--- config.mk ---
export PLATFORM = sky130hd
export DESIGN_NAME = nkp_ctrl
export DESIGN_NICKNAME = d
export VERILOG_FILES = /design/src/hdl/normalized_kronecker_product_assert.svh /design/src/hdl/nkp_pkg.sv /design/src/hdl/nkp_ctrl.sv
export SDC_FILE = /design/constraint.sdc
export NUM_CORES = 1
export LEC_CHECK = 0
export ABC_AREA = 1
export BUFFER_PORTS_ARGS = -buffer_cell sky130_fd_sc_hd__buf_2
export CAP_MARGIN = 0
export CELL_PAD_IN_SITES_DETAIL_PLACEMENT = 0
export CELL_PAD_IN_SITES_GLOBAL_PLACEMENT = 2
export CORE_UTILIZATION = 26
export DETAILED_ROUTE_END_ITERATION = 6
export GPL_TIMING_DRIVEN = 1
export PLACE_DENSITY = 0.81
export SETUP_SLACK_MARGIN = 0.02
export SLEW_MARGIN = 20
export SYNTH_ARGS = -nofsm -noshare
export SYNTH_HDL_FRONTEND = slang
export SYNTH_SLANG_ARGS = --single-unit
--- constraint.sdc ---
create_clock -name clk -period 4.8 [get_ports clk]
set_clock_uncertainty 0.2 [all_clocks]
set_input_delay 0.96 -clock clk [delete_from_list [all_inputs] [get_ports clk]]
set_output_delay 0.96 -clock clk [all_outputs]
set_load 0.02 [all_outputs]
--- src/hdl/normalized_kronecker_product_assert.svh ---
// Assertion helpers for the normalized Kronecker product block.
// Both expect clk and rst in scope.
`ifndef NORMALIZED_KRONECKER_PRODUCT_ASSERT_SVH
`define NORMALIZED_KRONECKER_PRODUCT_ASSERT_SVH

// Same-cycle implication
`define NKP_ASSERT_IMP(name, pre, post) \
  name: assert property (@(posedge clk) disable iff (rst) (pre) |-> (post)) \
    else $error("nkp assertion failed");

// Next-cycle implication
`define NKP_ASSERT_NEXT(name, pre, post) \
  name: assert property (@(posedge clk) disable iff (rst) (pre) |=> (post)) \
    else $error("nkp assertion failed");

`endif

--- src/hdl/nkp_pkg.sv ---
package nkp_pkg;

  // Defaults for the top-level parameters
  localparam int MAX_COMPONENTS_DEF = 3;
  localparam int MAX_DIM_DEF        = 8;
  localparam int FRAC_BITS_DEF      = 16;

  // Fixed field widths
  localparam int VAL_W      = 32;
  localparam int IDX_W      = 9;
  localparam int TRACE_W    = 40;
  localparam int MAG_W      = 33;
  localparam int CFG_IDX_W  = 3;
  localparam int CFG_DATA_W = 32;

  // Register indexes
  localparam logic [CFG_IDX_W-1:0] REG_NORMALIZE  = 3'd0;
  localparam logic [CFG_IDX_W-1:0] REG_SCALE      = 3'd1;
  localparam logic [CFG_IDX_W-1:0] REG_COUNT      = 3'd2;
  localparam logic [CFG_IDX_W-1:0] REG_DIM_FIRST  = 3'd3;
  localparam logic [CFG_IDX_W-1:0] REG_DIM_SECOND = 3'd4;
  localparam logic [CFG_IDX_W-1:0] REG_DIM_THIRD  = 3'd5;

  // Function codes and result status
  localparam logic FUNC_LOAD = 1'b0;
  localparam logic FUNC_READ = 1'b1;
  localparam logic [1:0] ST_OK    = 2'd0;
  localparam logic [1:0] ST_RANGE = 2'd1;
  localparam logic [1:0] ST_SAT   = 2'd2;

  // Datapath operations
  localparam int OP_W = 5;
  localparam logic [OP_W-1:0] OP_NOP      = 5'd0;
  localparam logic [OP_W-1:0] OP_LATCH    = 5'd1;
  localparam logic [OP_W-1:0] OP_LOAD_RD  = 5'd2;
  localparam logic [OP_W-1:0] OP_LOAD_WR  = 5'd3;
  localparam logic [OP_W-1:0] OP_TOTAL    = 5'd4;
  localparam logic [OP_W-1:0] OP_CHECK    = 5'd5;
  localparam logic [OP_W-1:0] OP_DROW_GO  = 5'd6;
  localparam logic [OP_W-1:0] OP_DROW_END = 5'd7;
  localparam logic [OP_W-1:0] OP_DCOL_GO  = 5'd8;
  localparam logic [OP_W-1:0] OP_DCOL_END = 5'd9;
  localparam logic [OP_W-1:0] OP_ELEM_RD  = 5'd10;
  localparam logic [OP_W-1:0] OP_ELEM_ABS = 5'd11;
  localparam logic [OP_W-1:0] OP_NORM_GO  = 5'd12;
  localparam logic [OP_W-1:0] OP_NORM_END = 5'd13;
  localparam logic [OP_W-1:0] OP_MUL      = 5'd14;
  localparam logic [OP_W-1:0] OP_UPD      = 5'd15;
  localparam logic [OP_W-1:0] OP_SCALE    = 5'd16;
  localparam logic [OP_W-1:0] OP_EMIT     = 5'd17;

  typedef struct packed {
    logic              func;
    logic [1:0]        component;
    logic [IDX_W-1:0]  row;
    logic [IDX_W-1:0]  col;
    logic signed [VAL_W-1:0] element_value;
  } in_t;

  typedef struct packed {
    logic signed [VAL_W-1:0] product_value;
    logic [1:0]              status;
  } out_t;

  typedef struct packed {
    logic        normalize_enable;
    logic [31:0] scale_factor;
    logic [1:0]  component_count;
    logic [3:0]  dim_first;
    logic [3:0]  dim_second;
    logic [3:0]  dim_third;
  } cfg_t;

  typedef struct packed {
    logic [OP_W-1:0] op;
  } cmd_t;

  typedef struct packed {
    logic is_read;
    logic ld_ok;
    logic k_last;
    logic k_zero;
    logic range_err;
    logic norm_k;
    logic normalize;
    logic div_busy;
    logic out_busy;
  } sts_t;

endpackage

--- src/hdl/nkp_ctrl.sv ---
// Controller: sequences loads and reads through the datapath
module nkp_ctrl (
  input  logic          clk,
  input  logic          rst,
  input  logic          in_valid,
  output logic          in_stall,
  input  nkp_pkg::sts_t sts,
  output nkp_pkg::cmd_t cmd
);

  localparam logic [4:0] S_IDLE   = 5'd0;
  localparam logic [4:0] S_DISP   = 5'd1;
  localparam logic [4:0] S_LD_RD  = 5'd2;
  localparam logic [4:0] S_LD_WR  = 5'd3;
  localparam logic [4:0] S_TOT    = 5'd4;
  localparam logic [4:0] S_CHK    = 5'd5;
  localparam logic [4:0] S_RNG    = 5'd6;
  localparam logic [4:0] S_DR_GO  = 5'd7;
  localparam logic [4:0] S_DR_WT  = 5'd8;
  localparam logic [4:0] S_DC_GO  = 5'd9;
  localparam logic [4:0] S_DC_WT  = 5'd10;
  localparam logic [4:0] S_E_RD   = 5'd11;
  localparam logic [4:0] S_E_ABS  = 5'd12;
  localparam logic [4:0] S_N_GO   = 5'd13;
  localparam logic [4:0] S_N_WT   = 5'd14;
  localparam logic [4:0] S_MUL    = 5'd15;
  localparam logic [4:0] S_UPD    = 5'd16;
  localparam logic [4:0] S_SC     = 5'd17;
  localparam logic [4:0] S_GMUL   = 5'd18;
  localparam logic [4:0] S_GUPD   = 5'd19;
  localparam logic [4:0] S_DONE   = 5'd20;

  logic [4:0] state, state_next;

  assign in_stall = (state != S_IDLE);

  always_ff @(posedge clk) begin
    if (rst) begin
      state <= S_IDLE;
    end else begin
      state <= state_next;
    end
  end

  // Next state and datapath command
  always_comb begin
    state_next = state;
    cmd.op     = nkp_pkg::OP_NOP;
    case (state)
      S_IDLE: begin
        if (in_valid) begin
          cmd.op     = nkp_pkg::OP_LATCH;
          state_next = S_DISP;
        end
      end
      S_DISP: begin
        state_next = sts.is_read ? S_TOT : S_LD_RD;
      end
      S_LD_RD: begin
        cmd.op     = nkp_pkg::OP_LOAD_RD;
        state_next = sts.ld_ok ? S_LD_WR : S_IDLE;
      end
      S_LD_WR: begin
        cmd.op     = nkp_pkg::OP_LOAD_WR;
        state_next = S_IDLE;
      end
      S_TOT: begin
        cmd.op = nkp_pkg::OP_TOTAL;
        if (sts.k_last) begin
          state_next = S_CHK;
        end
      end
      S_CHK: begin
        cmd.op     = nkp_pkg::OP_CHECK;
        state_next = S_RNG;
      end
      S_RNG: begin
        state_next = sts.range_err ? S_DONE : S_DR_GO;
      end
      S_DR_GO: begin
        cmd.op     = nkp_pkg::OP_DROW_GO;
        state_next = S_DR_WT;
      end
      S_DR_WT: begin
        if (!sts.div_busy) begin
          cmd.op     = nkp_pkg::OP_DROW_END;
          state_next = S_DC_GO;
        end
      end
      S_DC_GO: begin
        cmd.op     = nkp_pkg::OP_DCOL_GO;
        state_next = S_DC_WT;
      end
      S_DC_WT: begin
        if (!sts.div_busy) begin
          cmd.op     = nkp_pkg::OP_DCOL_END;
          state_next = sts.k_zero ? S_E_RD : S_DR_GO;
        end
      end
      S_E_RD: begin
        cmd.op     = nkp_pkg::OP_ELEM_RD;
        state_next = S_E_ABS;
      end
      S_E_ABS: begin
        cmd.op     = nkp_pkg::OP_ELEM_ABS;
        state_next = sts.norm_k ? S_N_GO : S_MUL;
      end
      S_N_GO: begin
        cmd.op     = nkp_pkg::OP_NORM_GO;
        state_next = S_N_WT;
      end
      S_N_WT: begin
        if (!sts.div_busy) begin
          cmd.op     = nkp_pkg::OP_NORM_END;
          state_next = S_MUL;
        end
      end
      S_MUL: begin
        cmd.op     = nkp_pkg::OP_MUL;
        state_next = S_UPD;
      end
      S_UPD: begin
        cmd.op = nkp_pkg::OP_UPD;
        if (!sts.k_last) begin
          state_next = S_E_RD;
        end else if (sts.normalize) begin
          state_next = S_SC;
        end else begin
          state_next = S_DONE;
        end
      end
      S_SC: begin
        cmd.op     = nkp_pkg::OP_SCALE;
        state_next = S_GMUL;
      end
      S_GMUL: begin
        cmd.op     = nkp_pkg::OP_MUL;
        state_next = S_GUPD;
      end
      S_GUPD: begin
        cmd.op     = nkp_pkg::OP_UPD;
        state_next = S_DONE;
      end
      S_DONE: begin
        if (!sts.out_busy) begin
          cmd.op     = nkp_pkg::OP_EMIT;
          state_next = S_IDLE;
        end
      end
      default: begin
        state_next = S_IDLE;
      end
    endcase
  end

endmodule

---- Yosys cells after proc, flatten, opt, wreduce, memory -nomap -nowiden ----
Index checks and enable logic that the tools add are counted.
cells by class
  equality and inequality tests ........... 26
  muxes and demuxes ....................... 20
  reductions and logical operators ........ 5
operator list
  kind                  number
  $pmux W5 S20          1
  $pmux W5 S17          1
  $mux W5               9
  $eq A5 B4 Y1 const B  8
  $eq A5 B5 Y1 const B  5
  $eq A5 B3 Y1 const B  4
  $mux W4               3
  $ne A2 B2 Y1 const B  6
  $eq A5 B2 Y1 const B  2
  $mux W3               3
  $reduce_and A6 Y1     1
  $eq A5 B1 Y1 const B  1
  $logic_not A5 Y1      1
  $reduce_bool A5 Y1    1
  $mux W2               2
  $reduce_or A2 Y1      2
  $mux W1               1
word-level totals
  register bits after elaboration ......... 5
  bits of input ports ..................... 12
  output and inout port bits .............. 6
  logic and storage cells ................. 52

---- Longest topological paths before layout ----
Gate-level depths: netlist of the first run.
  word-level depth ........................ 3
  mapped depth ............................ 10

---- Worst setup path before layout of the first run ----
OpenSTA, ideal clock, no wires.
  path type ............................... in2out
  start ................................... input sts[1] (netlist bit)
  end ..................................... output cmd[0] (netlist bit)
  arrival ................................. 1.463 ns
  required time ........................... 3.640 ns
  setup slack ............................. 2.177 ns
  stages .................................. 5
  path buffers ............................ 0
  cells stage by stage .................... inv_1 > nand2_1 > o21ai_0 > nor3_1 > nand2_1
RTL lines
  element      line           text
  from (decl)  nkp_ctrl.sv:7  input nkp_pkg::sts_t sts,
  to (decl)    nkp_ctrl.sv:8  output nkp_pkg::cmd_t cmd

==> results of run 1 <==
## area by class of cell
type | count | area [sq um] | area share
tap | 31 | 38.8 | 0.0443
multi-input combinational | 112 | 534 | 0.611
sequential | 5 | 100 | 0.114
timing repair buffer | 17 | 85.1 | 0.0973
clock buffer | 4 | 26.3 | 0.0300
inverter | 24 | 90.1 | 0.103
## report_power, final
part,internal [mW],switching [mW],leakage (nW)
logic,0.0388,0.0842,0.451
clock network,0.0315,0.0180,0.0150
registers,0.0466,0.00932,0.0407
## layer usage
| metal | GRT usage | routed length, um | up-vias |
|---|---|---|---|
| li1 | - | - | 493 |
| met1 | 0.218 | 1120 | 411 |
| met2 | 0.275 | 1090 | 31 |
| met3 | 0.0141 | 146 | 5 |
| met4 | 0.0607 | 28 | 0 |
| met5 | 0 | 0 | - |
## through the flow
stage                     hold WS (ps)  total power, mW  worst slack [ps]
after floorplan                    379            0.145              2180
after global placement             419            0.180              1970
after detailed placement           417            0.179              1920
after CTS                          425            0.230              1740
after global routing               499            0.250              1530
final                              431            0.228              1740
## critical path: cells and delay by family, from the launching register on
kind                   cells  cell delay (ps)
DFF                        1              630
buffers and inverters      3              450
and+or+nand+nor            4              420
AOI/OAI and AO/OA          1              160
## cells in the final DEF (no fill, tap or decap)
master    instances
nor2_1           29
nor3_2            1
nor2_4            3
nor2_2            1
clkbuf_4          3
nand4_1           6
nand2_4           1
clkbuf_1          1
nand2_1          38
nor3_1            1
inv_1            19
buf_2            17
o22ai_1           2
o21ai_0           4
o211ai_1          2
nand3_1          14
o21ai_2           1
dfxtp_1           5
inv_2             5
a21oi_1           4
a21oi_2           1
nand2_2           3
o21ai_1           1
## how the worst max path moves through the flow
| stage | start | endpoint | depth (start not counted) |
|---|---|---|---|
| 2_1_floorplan | sts[1] | cmd[0] | 5 |
| 3_3_place_gp | sts[1] | cmd[0] | 7 |
| 3_5_place_dp | sts[1] | cmd[0] | 7 |
| 4_1_cts | state[4] | cmd[0] | 8 |
| 5_1_grt | state[4] | cmd[0] | 8 |
| 6_report | state[4] | cmd[0] | 8 |
## logic make-up after synthesis
logic type | count (synthesis)
buf+inv | 26
simple gates | 97
compound gates | 15
flops | 5
==> flow_summary.html, run 1 <==
<table>
<tr><th>Metric</th><th>Value</th></tr>
<tr><th colspan="2">Outcome</th></tr>
<tr><td>Run status</td><td>completed</td></tr>
<tr><th colspan="2">Hold path</th></tr>
<tr><td>Hold WC Path Type</td><td>flip-flop to flip-flop</td></tr>
<tr><td>End point of the most critical hold path</td><td>state[2]</td></tr>
<tr><td>Hold path cells</td><td>2</td></tr>
<tr><td>Hold_sp</td><td>state[2]</td></tr>
<tr><th colspan="2">Layout</th></tr>
<tr><td>Ratio of cells with drive above 1 in the final layout</td><td>0.222</td></tr>
<tr><td>Filler cell count</td><td>between 300 and 400</td></tr>
<tr><td>Leading registers by flop count</td><td>state: 5 flops</td></tr>
<tr><td>Layout net count</td><td>175</td></tr>
<tr><td>Count of antenna diodes in the layout</td><td>0</td></tr>
<tr><td>Fraction of the core area covered by cells at the end of the flow</td><td>0.320</td></tr>
<tr><td>Post-route cell area</td><td>875 sq um</td></tr>
<tr><td>Final instance count without filler cells</td><td>193</td></tr>
<tr><td>Largest reg by FF count</td><td>state</td></tr>
<tr><td>Number of flip-flops under the largest register name</td><td>5</td></tr>
<tr><td>Synth-to-layout area growth</td><td>17.7%</td></tr>
<tr><th colspan="2">Placement</th></tr>
<tr><td>Placer Congestion</td><td>between 0.8 and 0.9</td></tr>
<tr><td>Post-detailed-placement cell area</td><td>about 850 sq um</td></tr>
<tr><td>Half-perimeter wire length after detailed placement</td><td>2020 um</td></tr>
<tr><td>Cell count after placement</td><td>roughly 190</td></tr>
<tr><td>Port bufs</td><td>17</td></tr>
<tr><th colspan="2">Clock tree</th></tr>
<tr><td>H-tree level count</td><td>1</td></tr>
<tr><td>TritonCTS buffer count</td><td>3</td></tr>
<tr><td>Worst-skew pair later-pin latency</td><td>240 ps</td></tr>
<tr><td>CTS hold repair buffers</td><td>0</td></tr>
<tr><td>TritonCTS clock tree</td><td>done</td></tr>
<tr><td>Number of instances resized during post-cts repair</td><td>0</td></tr>
<tr><td>Buffers from clock root to sink, at most</td><td>2</td></tr>
<tr><td>Clock-pin slew of the registers on the worst-case setup and hold paths</td><td>about 40 ps</td></tr>
<tr><td>CTS Sinks</td><td>5</td></tr>
<tr><td>Setup bufs post-CTS</td><td>0</td></tr>
<tr><td>Buffer cell driving the clock tree root</td><td>clkbuf_4</td></tr>
<tr><th colspan="2">Setup path</th></tr>
<tr><td>Launching element type of the critical path</td><td>flip-flop</td></tr>
<tr><td>Crit path cell chain</td><td>inv_1 &gt; nand2_4 &gt; inv_1 &gt; a21oi_1 &gt; nand3_1 &gt; nor3_1 &gt; nand2_1 &gt; buf_2</td></tr>
<tr><td>Worst-path maximum fanout</td><td>13</td></tr>
<tr><td>Required @ worst endpoint</td><td>3640 ps</td></tr>
<tr><td>Data arrival at the endpoint of the critical path</td><td>between 1500 and 2000 ps</td></tr>
<tr><td>Setup slack of the worst register-to-register path</td><td>2850 ps</td></tr>
<tr><td>Kind of critical path</td><td>flip-flop to output port</td></tr>
<tr><td>Dominant cell type by count on the critical path</td><td>inv_1</td></tr>
<tr><td>Kind of capture point of the worst setup path</td><td>output port</td></tr>
<tr><td>Critical R2R Capture</td><td>state[2]</td></tr>
<tr><td>Max stage delay cell, worst path</td><td>dfxtp_1</td></tr>
<tr><td>Number of cell instances on the worst register-to-register path</td><td>8</td></tr>
<tr><td>Maximum single-stage delay on the critical path</td><td>630 ps</td></tr>
<tr><td>R2r startpoint</td><td>state[4]</td></tr>
<tr><th colspan="2">Detailed routing</th></tr>
<tr><td>Total Wirelength</td><td>2380 um</td></tr>
<tr><td>Number of vias after detailed routing</td><td>between 900 and 1k</td></tr>
<tr><td>Detail-routed net length per standard cell</td><td>12.3 um</td></tr>
<tr><td>Avg Vias per Cell</td><td>4.87</td></tr>
<tr><td>Pre-antenna DRT Iters</td><td>4</td></tr>
<tr><td>Number of design rule violations left after detail routing</td><td>0</td></tr>
<tr><td>Number of nets with antenna violations after routing</td><td>0</td></tr>
<tr><td>Iter 0 DRT Violations</td><td>27</td></tr>
<tr><th colspan="2">Logic synthesis</th></tr>
<tr><td>Post-Synth Adder-Cell Area</td><td>0</td></tr>
<tr><td>Area fraction of the dominant cell type after synthesis</td><td>0.192</td></tr>
<tr><td>Post-Synth XOR/XNOR Area</td><td>0</td></tr>
<tr><td>Combinational family with the most area after synthesis</td><td>simple AND/OR/NAND/NOR gates</td></tr>
<tr><td>Per-instance average area after synthesis</td><td>~5.2 sq um</td></tr>
<tr><td>Gate Count Post-Synth</td><td>143</td></tr>
<tr><td>Simple-gate area share of the yosys netlist</td><td>0.598</td></tr>
<tr><td>Net Count, Synth</td><td>155</td></tr>
<tr><td>Fraction of registers with async set/reset</td><td>0</td></tr>
<tr><td>Most used standard cell by instance count after synthesis</td><td>nand2_1</td></tr>
<tr><td>Count of state elements after synthesis</td><td>5</td></tr>
<tr><td>Library cell occupying the most area in the post-synthesis netlist</td><td>nand2_1</td></tr>
<tr><td>Primary FF master, synth</td><td>dfxtp_1</td></tr>
<tr><td>Post-synth EDFFs</td><td>0</td></tr>
<tr><td>Synth Area in Compound Gates</td><td>0.121</td></tr>
<tr><td>Number of warnings issued by yosys</td><td>0</td></tr>
<tr><td>Number of different library cells in the post-synthesis netlist</td><td>22</td></tr>
<tr><td>Proportion of synthesized area in mux cells</td><td>0</td></tr>
<tr><td>Most used standard cells in the synthesized netlist</td><td>nand2_1, nor2_1, inv_1, nand3_1, nand4_1</td></tr>
<tr><td>Total standard cell area after synthesis</td><td>743 sq um</td></tr>
<tr><td>Sequential element share of the synthesized area</td><td>0.135</td></tr>
<tr><td>Area contributors post-synth</td><td>nand2_1, nor2_1, dfxtp_1, inv_1, nand3_1</td></tr>
<tr><th colspan="2">Floorplan</th></tr>
<tr><td>Rows</td><td>19</td></tr>
<tr><td>Placeable core region</td><td>about 2700 sq um</td></tr>
<tr><td>Width of the chip</td><td>55.5 um</td></tr>
<tr><td>Area enclosed by the die boundary</td><td>between 3000 and 4000 sq um</td></tr>
<tr><td>Starting density of the core</td><td>0.272</td></tr>
<tr><td>IO Count</td><td>18</td></tr>
<tr><td>Height of the chip</td><td>55.5 um</td></tr>
<tr><th colspan="2">Power</th></tr>
<tr><td>Peak ir drop on the vdd network</td><td>0.107 mV</td></tr>
<tr><td>Power per unit of standard cell area</td><td>261 nW/um^2</td></tr>
<tr><td>Static leakage</td><td>0.506 nW</td></tr>
<tr><th colspan="2">Global route</th></tr>
<tr><td>Vias in the first global route</td><td>949</td></tr>
<tr><td>Grt total ovfl</td><td>0</td></tr>
<tr><td>First-pass GRT wire length</td><td>approximately 4000 um</td></tr>
<tr><td>Initial antenna violation count</td><td>0</td></tr>
<tr><td>Maximum number of pins on one net before global-route repair</td><td>14</td></tr>
<tr><td>Total routing usage reported by global routing</td><td>0.164</td></tr>
<tr><th colspan="2">Timing</th></tr>
<tr><td>Final Cycle Share</td><td>0.638</td></tr>
<tr><td>Hold Vio Cnt, Final</td><td>0</td></tr>
<tr><td>Relative slew slack</td><td>0.661</td></tr>
<tr><td>Final period demand of the worst path</td><td>3060 ps</td></tr>
<tr><td>Actual slew at the worst max-slew pin</td><td>a little over 500 ps</td></tr>
<tr><td>Setup repair after global routing missed its margin</td><td>no</td></tr>
<tr><td>Pins Over Slew Limit</td><td>0</td></tr>
<tr><td>Setup violations, final</td><td>0</td></tr>
<tr><td>Maximum clock frequency</td><td>0.326 GHz</td></tr>
<tr><td>Setup Total Neg Slack</td><td>0 ps</td></tr>
<tr><th colspan="2">Run</th></tr>
<tr><td>Maximum Capacitance Violations</td><td>0</td></tr>
</table>
Power figures use the tool's default switching activity.
==> run 2: changes to the inputs <==
--- a/config.mk
+++ b/config.mk
@@ -10,10 +10,10 @@
 export CAP_MARGIN = 0
 export CELL_PAD_IN_SITES_DETAIL_PLACEMENT = 0
 export CELL_PAD_IN_SITES_GLOBAL_PLACEMENT = 2
-export CORE_UTILIZATION = 26
+export CORE_UTILIZATION = 22
 export DETAILED_ROUTE_END_ITERATION = 6
 export GPL_TIMING_DRIVEN = 1
-export PLACE_DENSITY = 0.81
+export PLACE_DENSITY = 0.73
 export SETUP_SLACK_MARGIN = 0.02
 export SLEW_MARGIN = 20
 export SYNTH_ARGS = -nofsm -noshare
==> constraint.sdc (replaced) <==
create_clock -name clk -period 2.5 [get_ports clk]
set_clock_uncertainty 0.2 [all_clocks]
set_input_delay 0.5 -clock clk [delete_from_list [all_inputs] [get_ports clk]]
set_output_delay 0.5 -clock clk [all_outputs]
set_load 0.02 [all_outputs]
==> run 2 against run 1 <==
  * Flip-flop and latch count is the same
  * Worst hold slack got worse by 160 ps
  * Via count decreased by 1.3%
  * Routed wire length down 1.4%
  * Critical path depth rose by 1
  * Sequential power grew 93%
  * Critical path type unchanged
  * Global-route usage fell by 1.9 points
  * Total power up 92%
  * First-iteration DRC count unchanged
  * Cell area increased by 3.1%
  * Register-to-register slack worse by 2000 ps
==> flow_summary.html, run 2 (synthesized netlist as in run 1, its figures left out) <==
<table>
<tr><th>Metric</th><th>Value</th></tr>
<tr><th colspan="2">Outcome</th></tr>
<tr><td>Run status</td><td>completed</td></tr>
<tr><th colspan="2">Hold path</th></tr>
<tr><td>Hold WC Path Type</td><td>primary input to flip-flop</td></tr>
<tr><th colspan="2">Timing</th></tr>
<tr><td>Setup violations, final</td><td>0</td></tr>
<tr><td>Setup Total Neg Slack</td><td>0 ps</td></tr>
<tr><td>Final Cycle Share</td><td>0.933</td></tr>
<tr><td>Relative slew slack</td><td>0.761</td></tr>
<tr><td>Maximum clock frequency</td><td>0.429 GHz</td></tr>
<tr><td>Final period demand of the worst path</td><td>2330 ps</td></tr>
<tr><td>Pins Over Slew Limit</td><td>0</td></tr>
<tr><td>Setup repair after global routing missed its margin</td><td>yes</td></tr>
<tr><td>Hold Vio Cnt, Final</td><td>0</td></tr>
<tr><td>Actual slew at the worst max-slew pin</td><td>358 ps</td></tr>
<tr><th colspan="2">Global route</th></tr>
<tr><td>Maximum number of pins on one net before global-route repair</td><td>11</td></tr>
<tr><td>Total routing usage reported by global routing</td><td>0.145</td></tr>
<tr><td>First-pass GRT wire length</td><td>just under 4000 um</td></tr>
<tr><td>Grt total ovfl</td><td>0</td></tr>
<tr><td>Initial antenna violation count</td><td>0</td></tr>
<tr><td>Vias in the first global route</td><td>~900</td></tr>
<tr><th colspan="2">Power</th></tr>
<tr><td>Static leakage</td><td>0.513 nW</td></tr>
<tr><td>Peak ir drop on the vdd network</td><td>around 0.15 mV</td></tr>
<tr><td>Power per unit of standard cell area</td><td>a little under 500 nW/um^2</td></tr>
<tr><th colspan="2">Run</th></tr>
<tr><td>Maximum Capacitance Violations</td><td>0</td></tr>
<tr><th colspan="2">Placement</th></tr>
<tr><td>Half-perimeter wire length after detailed placement</td><td>2060 um</td></tr>
<tr><td>Placer Congestion</td><td>~0.83</td></tr>
<tr><td>Port bufs</td><td>17</td></tr>
<tr><th colspan="2">Setup path</th></tr>
<tr><td>Worst-path maximum fanout</td><td>5</td></tr>
<tr><td>Required @ worst endpoint</td><td>1800 ps</td></tr>
<tr><td>Kind of critical path</td><td>flip-flop to output port</td></tr>
<tr><td>Data arrival at the endpoint of the critical path</td><td>1630 ps</td></tr>
<tr><td>Launching element type of the critical path</td><td>flip-flop</td></tr>
<tr><td>Kind of capture point of the worst setup path</td><td>output port</td></tr>
<tr><th colspan="2">Floorplan</th></tr>
<tr><td>Starting density of the core</td><td>0.238</td></tr>
<tr><td>Width of the chip</td><td>60.1 um</td></tr>
<tr><td>Area enclosed by the die boundary</td><td>3610 sq um</td></tr>
<tr><td>Height of the chip</td><td>around 60 um</td></tr>
<tr><td>Rows</td><td>20</td></tr>
<tr><td>Placeable core region</td><td>3130 sq um</td></tr>
<tr><td>IO Count</td><td>18</td></tr>
<tr><th colspan="2">Detailed routing</th></tr>
<tr><td>Detail-routed net length per standard cell</td><td>11.4 um</td></tr>
<tr><td>Iter 0 DRT Violations</td><td>27</td></tr>
<tr><td>Number of design rule violations left after detail routing</td><td>0</td></tr>
<tr><td>Number of vias after detailed routing</td><td>928</td></tr>
<tr><td>Total Wirelength</td><td>between 2000 and 2500 um</td></tr>
<tr><td>Pre-antenna DRT Iters</td><td>4</td></tr>
<tr><td>Avg Vias per Cell</td><td>4.48</td></tr>
<tr><td>Number of nets with antenna violations after routing</td><td>0</td></tr>
<tr><th colspan="2">Clock tree</th></tr>
<tr><td>Buffer cell driving the clock tree root</td><td>clkbuf_4</td></tr>
<tr><td>CTS hold repair buffers</td><td>0</td></tr>
<tr><td>Buffers from clock root to sink, at most</td><td>2</td></tr>
<tr><td>TritonCTS buffer count</td><td>3</td></tr>
<tr><td>TritonCTS clock tree</td><td>done</td></tr>
<tr><td>Worst-skew pair later-pin latency</td><td>around 240 ps</td></tr>
<tr><td>CTS Sinks</td><td>5</td></tr>
<tr><td>Clock-pin slew of the registers on the worst-case setup and hold paths</td><td>40 ps</td></tr>
<tr><td>H-tree level count</td><td>1</td></tr>
<tr><th colspan="2">Layout</th></tr>
<tr><td>Fraction of the core area covered by cells at the end of the flow</td><td>0.288</td></tr>
<tr><td>Largest reg by FF count</td><td>state</td></tr>
<tr><td>Layout net count</td><td>approximately 180</td></tr>
<tr><td>Count of antenna diodes in the layout</td><td>0</td></tr>
<tr><td>Commonest non-fill, non-tap cell in the layout</td><td>nand2_1</td></tr>
<tr><td>Number of flip-flops under the largest register name</td><td>5</td></tr>
<tr><td>Leading registers by flop count</td><td>state: 5 flops</td></tr>
<tr><td>Filler cell count</td><td>370</td></tr>
<tr><td>Synth-to-layout area growth</td><td>21.4%</td></tr>
<tr><td>Highest-count cells in the layout ignoring fill and taps</td><td>nand2_1, nor2_1, inv_1, buf_2, nand3_1</td></tr>
<tr><td>Ratio of cells with drive above 1 in the final layout</td><td>0.245</td></tr>
</table>
==> run 2: cell types whose count changed in the layout (fill, tap and decap cells not counted) <==
cell     previous run  this run
buf_4               0         1
dfxtp_1             5         2
dfxtp_2             0         3
==> run 2: layer usage <==
metal | part of all wire | GRT usage
met2 | 0.44 | 0.232
met3 | 0.069 | 0.0216
met5 | 0 | 0
met4 | 0.018 | 0.0664
met1 | 0.47 | 0.190
==> run 2: critical path, cell delays in order (launching register included) <==
cell and delay [ps]:
dfxtp_1 440, inv_2 100, nor2_4 160, inv_2 60, nor2_1 160, nand2_1 100, o21ai_0 90, nor3_1 80
nand2_1 60, buf_2 150
==> run 2: per-stage QoR <==
stage	hold WS [ps]	total power, mW	instances	instance area, sq um	worst slack [ps]
after floorplan	362	0.278	143	743	540
after global placement	413	0.351	203	872	359
after detailed placement	410	0.344	203	872	369
final	270	0.438	207	902	167
after CTS	277	0.438	207	898	105
after global routing	271	0.476	207	902	18.0
==> run 2: layout make-up <==
class	count	area (sq um)	share of cell area
Inverter	24	90.1	0.0999
Clock buffer	4	26.3	0.0291
Multi-Input combinational cell	112	534	0.592
Sequential cell	5	104	0.115
Tap cell	44	55.1	0.0610
Timing Repair Buffer	18	92.6	0.103
==> run 2: worst paths after layout <==
| kind | start | depth (start not counted) | slack [ps] | to |
|---|---|---|---|---|
| max | state[3] | 9 | 170 | cmd[0] |
| min | rst | 2 | 270 | state[2] |
| max reg2reg | state[2] | 7 | 850 | state[2] |
| min reg2reg | state[2] | 2 | 350 | state[2] |
==> run 2: timing repair <==
action / 4_1_cts / 5_1_grt
setup endpoints to repair: 0 / 3
setup buffers: 0 / 0
resized for setup: 0 / 3
==> run 2: where the power goes <==
part	internal (mW)	total, mW	switching [mW]
sequential	0.0907	0.108	0.0175
combinational	0.0749	0.238	0.163
clock	0.0602	0.0915	0.0313
==> run 3: changes to the inputs <==
--- a/config.mk
+++ b/config.mk
@@ -5,12 +5,12 @@
 export SDC_FILE = /design/constraint.sdc
 export NUM_CORES = 1
 export LEC_CHECK = 0
-export ABC_AREA = 1
+export ABC_AREA = 0
 export BUFFER_PORTS_ARGS = -buffer_cell sky130_fd_sc_hd__buf_2
 export CAP_MARGIN = 0
 export CELL_PAD_IN_SITES_DETAIL_PLACEMENT = 0
 export CELL_PAD_IN_SITES_GLOBAL_PLACEMENT = 2
-export CORE_UTILIZATION = 22
+export CORE_UTILIZATION = 24
 export DETAILED_ROUTE_END_ITERATION = 6
 export GPL_TIMING_DRIVEN = 1
 export PLACE_DENSITY = 0.73
==> run 3 against run 2 <==
  * Sequential share of layout area up 0.22 points
  * Via count down 4.1%
  * Combinational power up 72%
  * Worst hold slack better by 4.3 ps
  * Clock-buffer cell count unchanged
  * Largest cell class unchanged
  * Non-clock buffer count up 6
  * Core utilization up 2.8 points
  * Critical path type unchanged
  * Die area down 8.4%
  * Flip-flop and latch count unchanged
  * Total power up 51%
  * Cell count down 20%
  * The run now ends with design-rule violations left
==> flow_summary.html, run 3 <==
<table>
<tr><th>Metric</th><th>Value</th></tr>
<tr><th colspan="2">Timing</th></tr>
<tr><td>Relative slew slack</td><td>0.753</td></tr>
<tr><td>Final Cycle Share</td><td>0.919</td></tr>
<tr><td>Final period demand of the worst path</td><td>2300 ps</td></tr>
<tr><td>Setup violations, final</td><td>0</td></tr>
<tr><td>Hold Vio Cnt, Final</td><td>0</td></tr>
<tr><td>Setup Total Neg Slack</td><td>0 ps</td></tr>
<tr><td>Setup repair after global routing missed its margin</td><td>no</td></tr>
<tr><td>Actual slew at the worst max-slew pin</td><td>roughly 370 ps</td></tr>
<tr><td>Pins Over Slew Limit</td><td>0</td></tr>
<tr><td>Maximum clock frequency</td><td>0.435 GHz</td></tr>
<tr><th colspan="2">Clock tree</th></tr>
<tr><td>Buffer cell driving the clock tree root</td><td>clkbuf_4</td></tr>
<tr><td>CTS hold repair buffers</td><td>0</td></tr>
<tr><td>TritonCTS clock tree</td><td>done</td></tr>
<tr><td>Buffers from clock root to sink, at most</td><td>2</td></tr>
<tr><td>Worst-skew pair later-pin latency</td><td>between 200 and 250 ps</td></tr>
<tr><td>Clock-pin slew of the registers on the worst-case setup and hold paths</td><td>40 ps</td></tr>
<tr><td>Setup bufs post-CTS</td><td>0</td></tr>
<tr><td>CTS Sinks</td><td>5</td></tr>
<tr><td>TritonCTS buffer count</td><td>3</td></tr>
<tr><td>H-tree level count</td><td>1</td></tr>
<tr><th colspan="2">Logic synthesis</th></tr>
<tr><td>Most used standard cell by instance count after synthesis</td><td>o21ai_0</td></tr>
<tr><td>Gate Count Post-Synth</td><td>116</td></tr>
<tr><td>Number of warnings issued by yosys</td><td>0</td></tr>
<tr><td>Area fraction of the dominant cell type after synthesis</td><td>0.135</td></tr>
<tr><td>Post-Synth Adder-Cell Area</td><td>0</td></tr>
<tr><td>Proportion of synthesized area in mux cells</td><td>0.0405</td></tr>
<tr><td>Combinational family with the most area after synthesis</td><td>simple AND/OR/NAND/NOR gates</td></tr>
<tr><td>Fraction of registers with async set/reset</td><td>0</td></tr>
<tr><td>Net Count, Synth</td><td>128</td></tr>
<tr><td>Synth Area in Compound Gates</td><td>0.345</td></tr>
<tr><td>Sequential element share of the synthesized area</td><td>0.135</td></tr>
<tr><td>Area contributors post-synth</td><td>dfxtp_1, nor2b_1, o21ai_0, buf_2, nand3_1</td></tr>
<tr><td>Most used standard cells in the synthesized netlist</td><td>o21ai_0, buf_2, nor2_1, nor2b_1, nand3_1</td></tr>
<tr><td>Library cell occupying the most area in the post-synthesis netlist</td><td>dfxtp_1</td></tr>
<tr><td>Post-synth EDFFs</td><td>0</td></tr>
<tr><td>Simple-gate area share of the yosys netlist</td><td>0.372</td></tr>
<tr><td>Primary FF master, synth</td><td>dfxtp_1</td></tr>
<tr><td>Per-instance average area after synthesis</td><td>6.39 sq um</td></tr>
<tr><td>Post-Synth XOR/XNOR Area</td><td>0.0118</td></tr>
<tr><td>Total standard cell area after synthesis</td><td>741 sq um</td></tr>
<tr><td>Number of different library cells in the post-synthesis netlist</td><td>38</td></tr>
<tr><td>Count of state elements after synthesis</td><td>5</td></tr>
<tr><th colspan="2">Setup path</th></tr>
<tr><td>Kind of critical path</td><td>flip-flop to output port</td></tr>
<tr><td>Critical path origin</td><td>state[2]</td></tr>
<tr><td>Launching element type of the critical path</td><td>flip-flop</td></tr>
<tr><td>Required @ worst endpoint</td><td>about 1800 ps</td></tr>
<tr><td>R2r startpoint</td><td>state[2]</td></tr>
<tr><td>Worst-path maximum fanout</td><td>11</td></tr>
<tr><td>Critical path endpoint</td><td>cmd[3]</td></tr>
<tr><td>Data arrival at the endpoint of the critical path</td><td>1600 ps</td></tr>
<tr><td>Critical R2R Capture</td><td>state[3]</td></tr>
<tr><td>Setup slack of the worst register-to-register path</td><td>590 ps</td></tr>
<tr><td>Number of cell instances on the worst register-to-register path</td><td>6</td></tr>
<tr><td>Kind of capture point of the worst setup path</td><td>output port</td></tr>
<tr><th colspan="2">Layout</th></tr>
<tr><td>Filler cell count</td><td>338</td></tr>
<tr><td>Number of flip-flops under the largest register name</td><td>5</td></tr>
<tr><td>Register area</td><td>105 sq um</td></tr>
<tr><td>Largest reg by FF count</td><td>state</td></tr>
<tr><td>Ratio of cells with drive above 1 in the final layout</td><td>0.246</td></tr>
<tr><td>Leading registers by flop count</td><td>state: 5 flops</td></tr>
<tr><td>Layout net count</td><td>147</td></tr>
<tr><td>Area of combinational cells with multiple inputs</td><td>roughly 570 sq um</td></tr>
<tr><td>Synth-to-layout area growth</td><td>20.9%</td></tr>
<tr><td>Highest-count cells in the layout ignoring fill and taps</td><td>buf_2, o21ai_0, nor2_1, nor2b_1, nand3_1</td></tr>
<tr><td>Count of antenna diodes in the layout</td><td>0</td></tr>
<tr><td>Commonest non-fill, non-tap cell in the layout</td><td>buf_2</td></tr>
<tr><th colspan="2">Hold path</th></tr>
<tr><td>Hold WC Path Type</td><td>primary input to flip-flop</td></tr>
<tr><th colspan="2">Floorplan</th></tr>
<tr><td>Width of the chip</td><td>57.6 um</td></tr>
<tr><td>Starting density of the core</td><td>0.262</td></tr>
<tr><td>IO Count</td><td>18</td></tr>
<tr><td>Rows</td><td>19</td></tr>
<tr><td>Height of the chip</td><td>57.6 um</td></tr>
<tr><td>Area enclosed by the die boundary</td><td>3310 sq um</td></tr>
<tr><td>Placeable core region</td><td>2830 sq um</td></tr>
<tr><th colspan="2">Power</th></tr>
<tr><td>Power per unit of standard cell area</td><td>736 nW/um^2</td></tr>
<tr><td>Overall power</td><td>0.659 mW</td></tr>
<tr><td>Static leakage</td><td>about 0.36 nW</td></tr>
<tr><td>Peak ir drop on the vdd network</td><td>0.218 mV</td></tr>
<tr><th colspan="2">Detailed routing</th></tr>
<tr><td>Iter 0 DRT Violations</td><td>16</td></tr>
<tr><td>Pre-antenna DRT Iters</td><td>6</td></tr>
<tr><td>Number of design rule violations left after detail routing</td><td>2</td></tr>
<tr><td>Total Wirelength</td><td>2230 um</td></tr>
<tr><td>Number of nets with antenna violations after routing</td><td>0</td></tr>
<tr><td>Detail-routed net length per standard cell</td><td>~13 um</td></tr>
<tr><td>Number of vias after detailed routing</td><td>890</td></tr>
<tr><td>Avg Vias per Cell</td><td>5.39</td></tr>
<tr><th colspan="2">Global route</th></tr>
<tr><td>First-pass GRT wire length</td><td>3740 um</td></tr>
<tr><td>Vias in the first global route</td><td>817</td></tr>
<tr><td>Total routing usage reported by global routing</td><td>0.144</td></tr>
<tr><td>Maximum number of pins on one net before global-route repair</td><td>16</td></tr>
<tr><td>Initial antenna violation count</td><td>0</td></tr>
<tr><td>Grt total ovfl</td><td>0</td></tr>
<tr><th colspan="2">Outcome</th></tr>
<tr><td>Violations in the final reports</td><td>design-rule violations</td></tr>
<tr><td>Run status</td><td>finished, violations left</td></tr>
<tr><th colspan="2">Run</th></tr>
<tr><td>Maximum Capacitance Violations</td><td>0</td></tr>
<tr><th colspan="2">Placement</th></tr>
<tr><td>Port bufs</td><td>17</td></tr>
<tr><td>Placer Congestion</td><td>roughly 0.84</td></tr>
<tr><td>Half-perimeter wire length after detailed placement</td><td>1730 um</td></tr>
</table>
run 3: changes by cell type in the layout (fill, tap and decap cells not counted), moves of 6 or more:
cell     before  now
buf_4         1    7
nor2_1       29    9
nand3_1      14    8
nand2_1      38    7
inv_1        19    4
nor2b_1       0    9
o21ai_0       4   11
run 3: layout make-up:
class                   instances  share of cell area
multi-input cells              96               0.635
inverters                       5              0.0209
repair buffers                 24               0.154
clock buffers                   4              0.0293
flip-flops and latches          5               0.117
well taps                      31              0.0433
run 3: repair_timing:
item / in CTS / in global routing
hold endpoints to repair: 0 / 0
gates resized for setup: 0 / 4
setup endpoints to repair: 0 / 3
run 3: through the flow:
stage | cells | cell area, sq um | setup WS, ps | util | hold WS, ps
finish | 165 | 896 | 203 | 0.317 | 274
global route | 165 | 896 | 67.1 | 0.317 | 273
CTS | 165 | 891 | 28.9 | 0.315 | 269
detailed placement | 161 | 865 | 305 | 0.306 | 529
global placement | 161 | 865 | 346 | 0.306 | 527
floorplan | 116 | 741 | 428 | - | 369
run 3: worst min-delay path by stage:
stage          start  endpoint  slack (ps)  cells past startpoint
4_1_cts          rst  state[4]         270                      2
3_3_place_gp     rst  state[1]         530                      2
6_report         rst  state[1]         270                      2
2_1_floorplan    rst  state[4]         370                      1
5_1_grt          rst  state[4]         270                      2
3_5_place_dp     rst  state[1]         530                      2
run 3: report_power, final:
group | total [mW] | switching (mW) | internal, mW
clock network | 0.0940 | 0.0336 | 0.0604
logic | 0.410 | 0.229 | 0.181
registers | 0.155 | 0.0564 | 0.0988
total | 0.659 | 0.319 | 0.340
run 3: logic make-up (layout without fill, tap and decap cells):
family / Yosys count / count (layout)
AOI/OAI and AO/OA: 40 / 40
buffers and inverters: 15 / 33
muxes: 3 / 3
and+or+nand+nor: 52 / 52
xor gates and xnor gates: 1 / 1
DFF: 5 / 5
run 3: layer usage:
metal | routed length, um | vias to the layer above | GRT usage
met1 | 1050 | 412 | 0.192
met3 | 97 | 2 | 0.0204
met4 | 14 | 0 | 0.0418
met5 | 0 | - | 0
li1 | - | 460 | -
met2 | 1060 | 16 | 0.241
run 3: worst max-delay path: stages (launching register included):
cell     delay, ps
dfxtp_1        400
buf_4          220
nor2_1         310
nand3_1        150
o21ai_0         90
buf_2          180
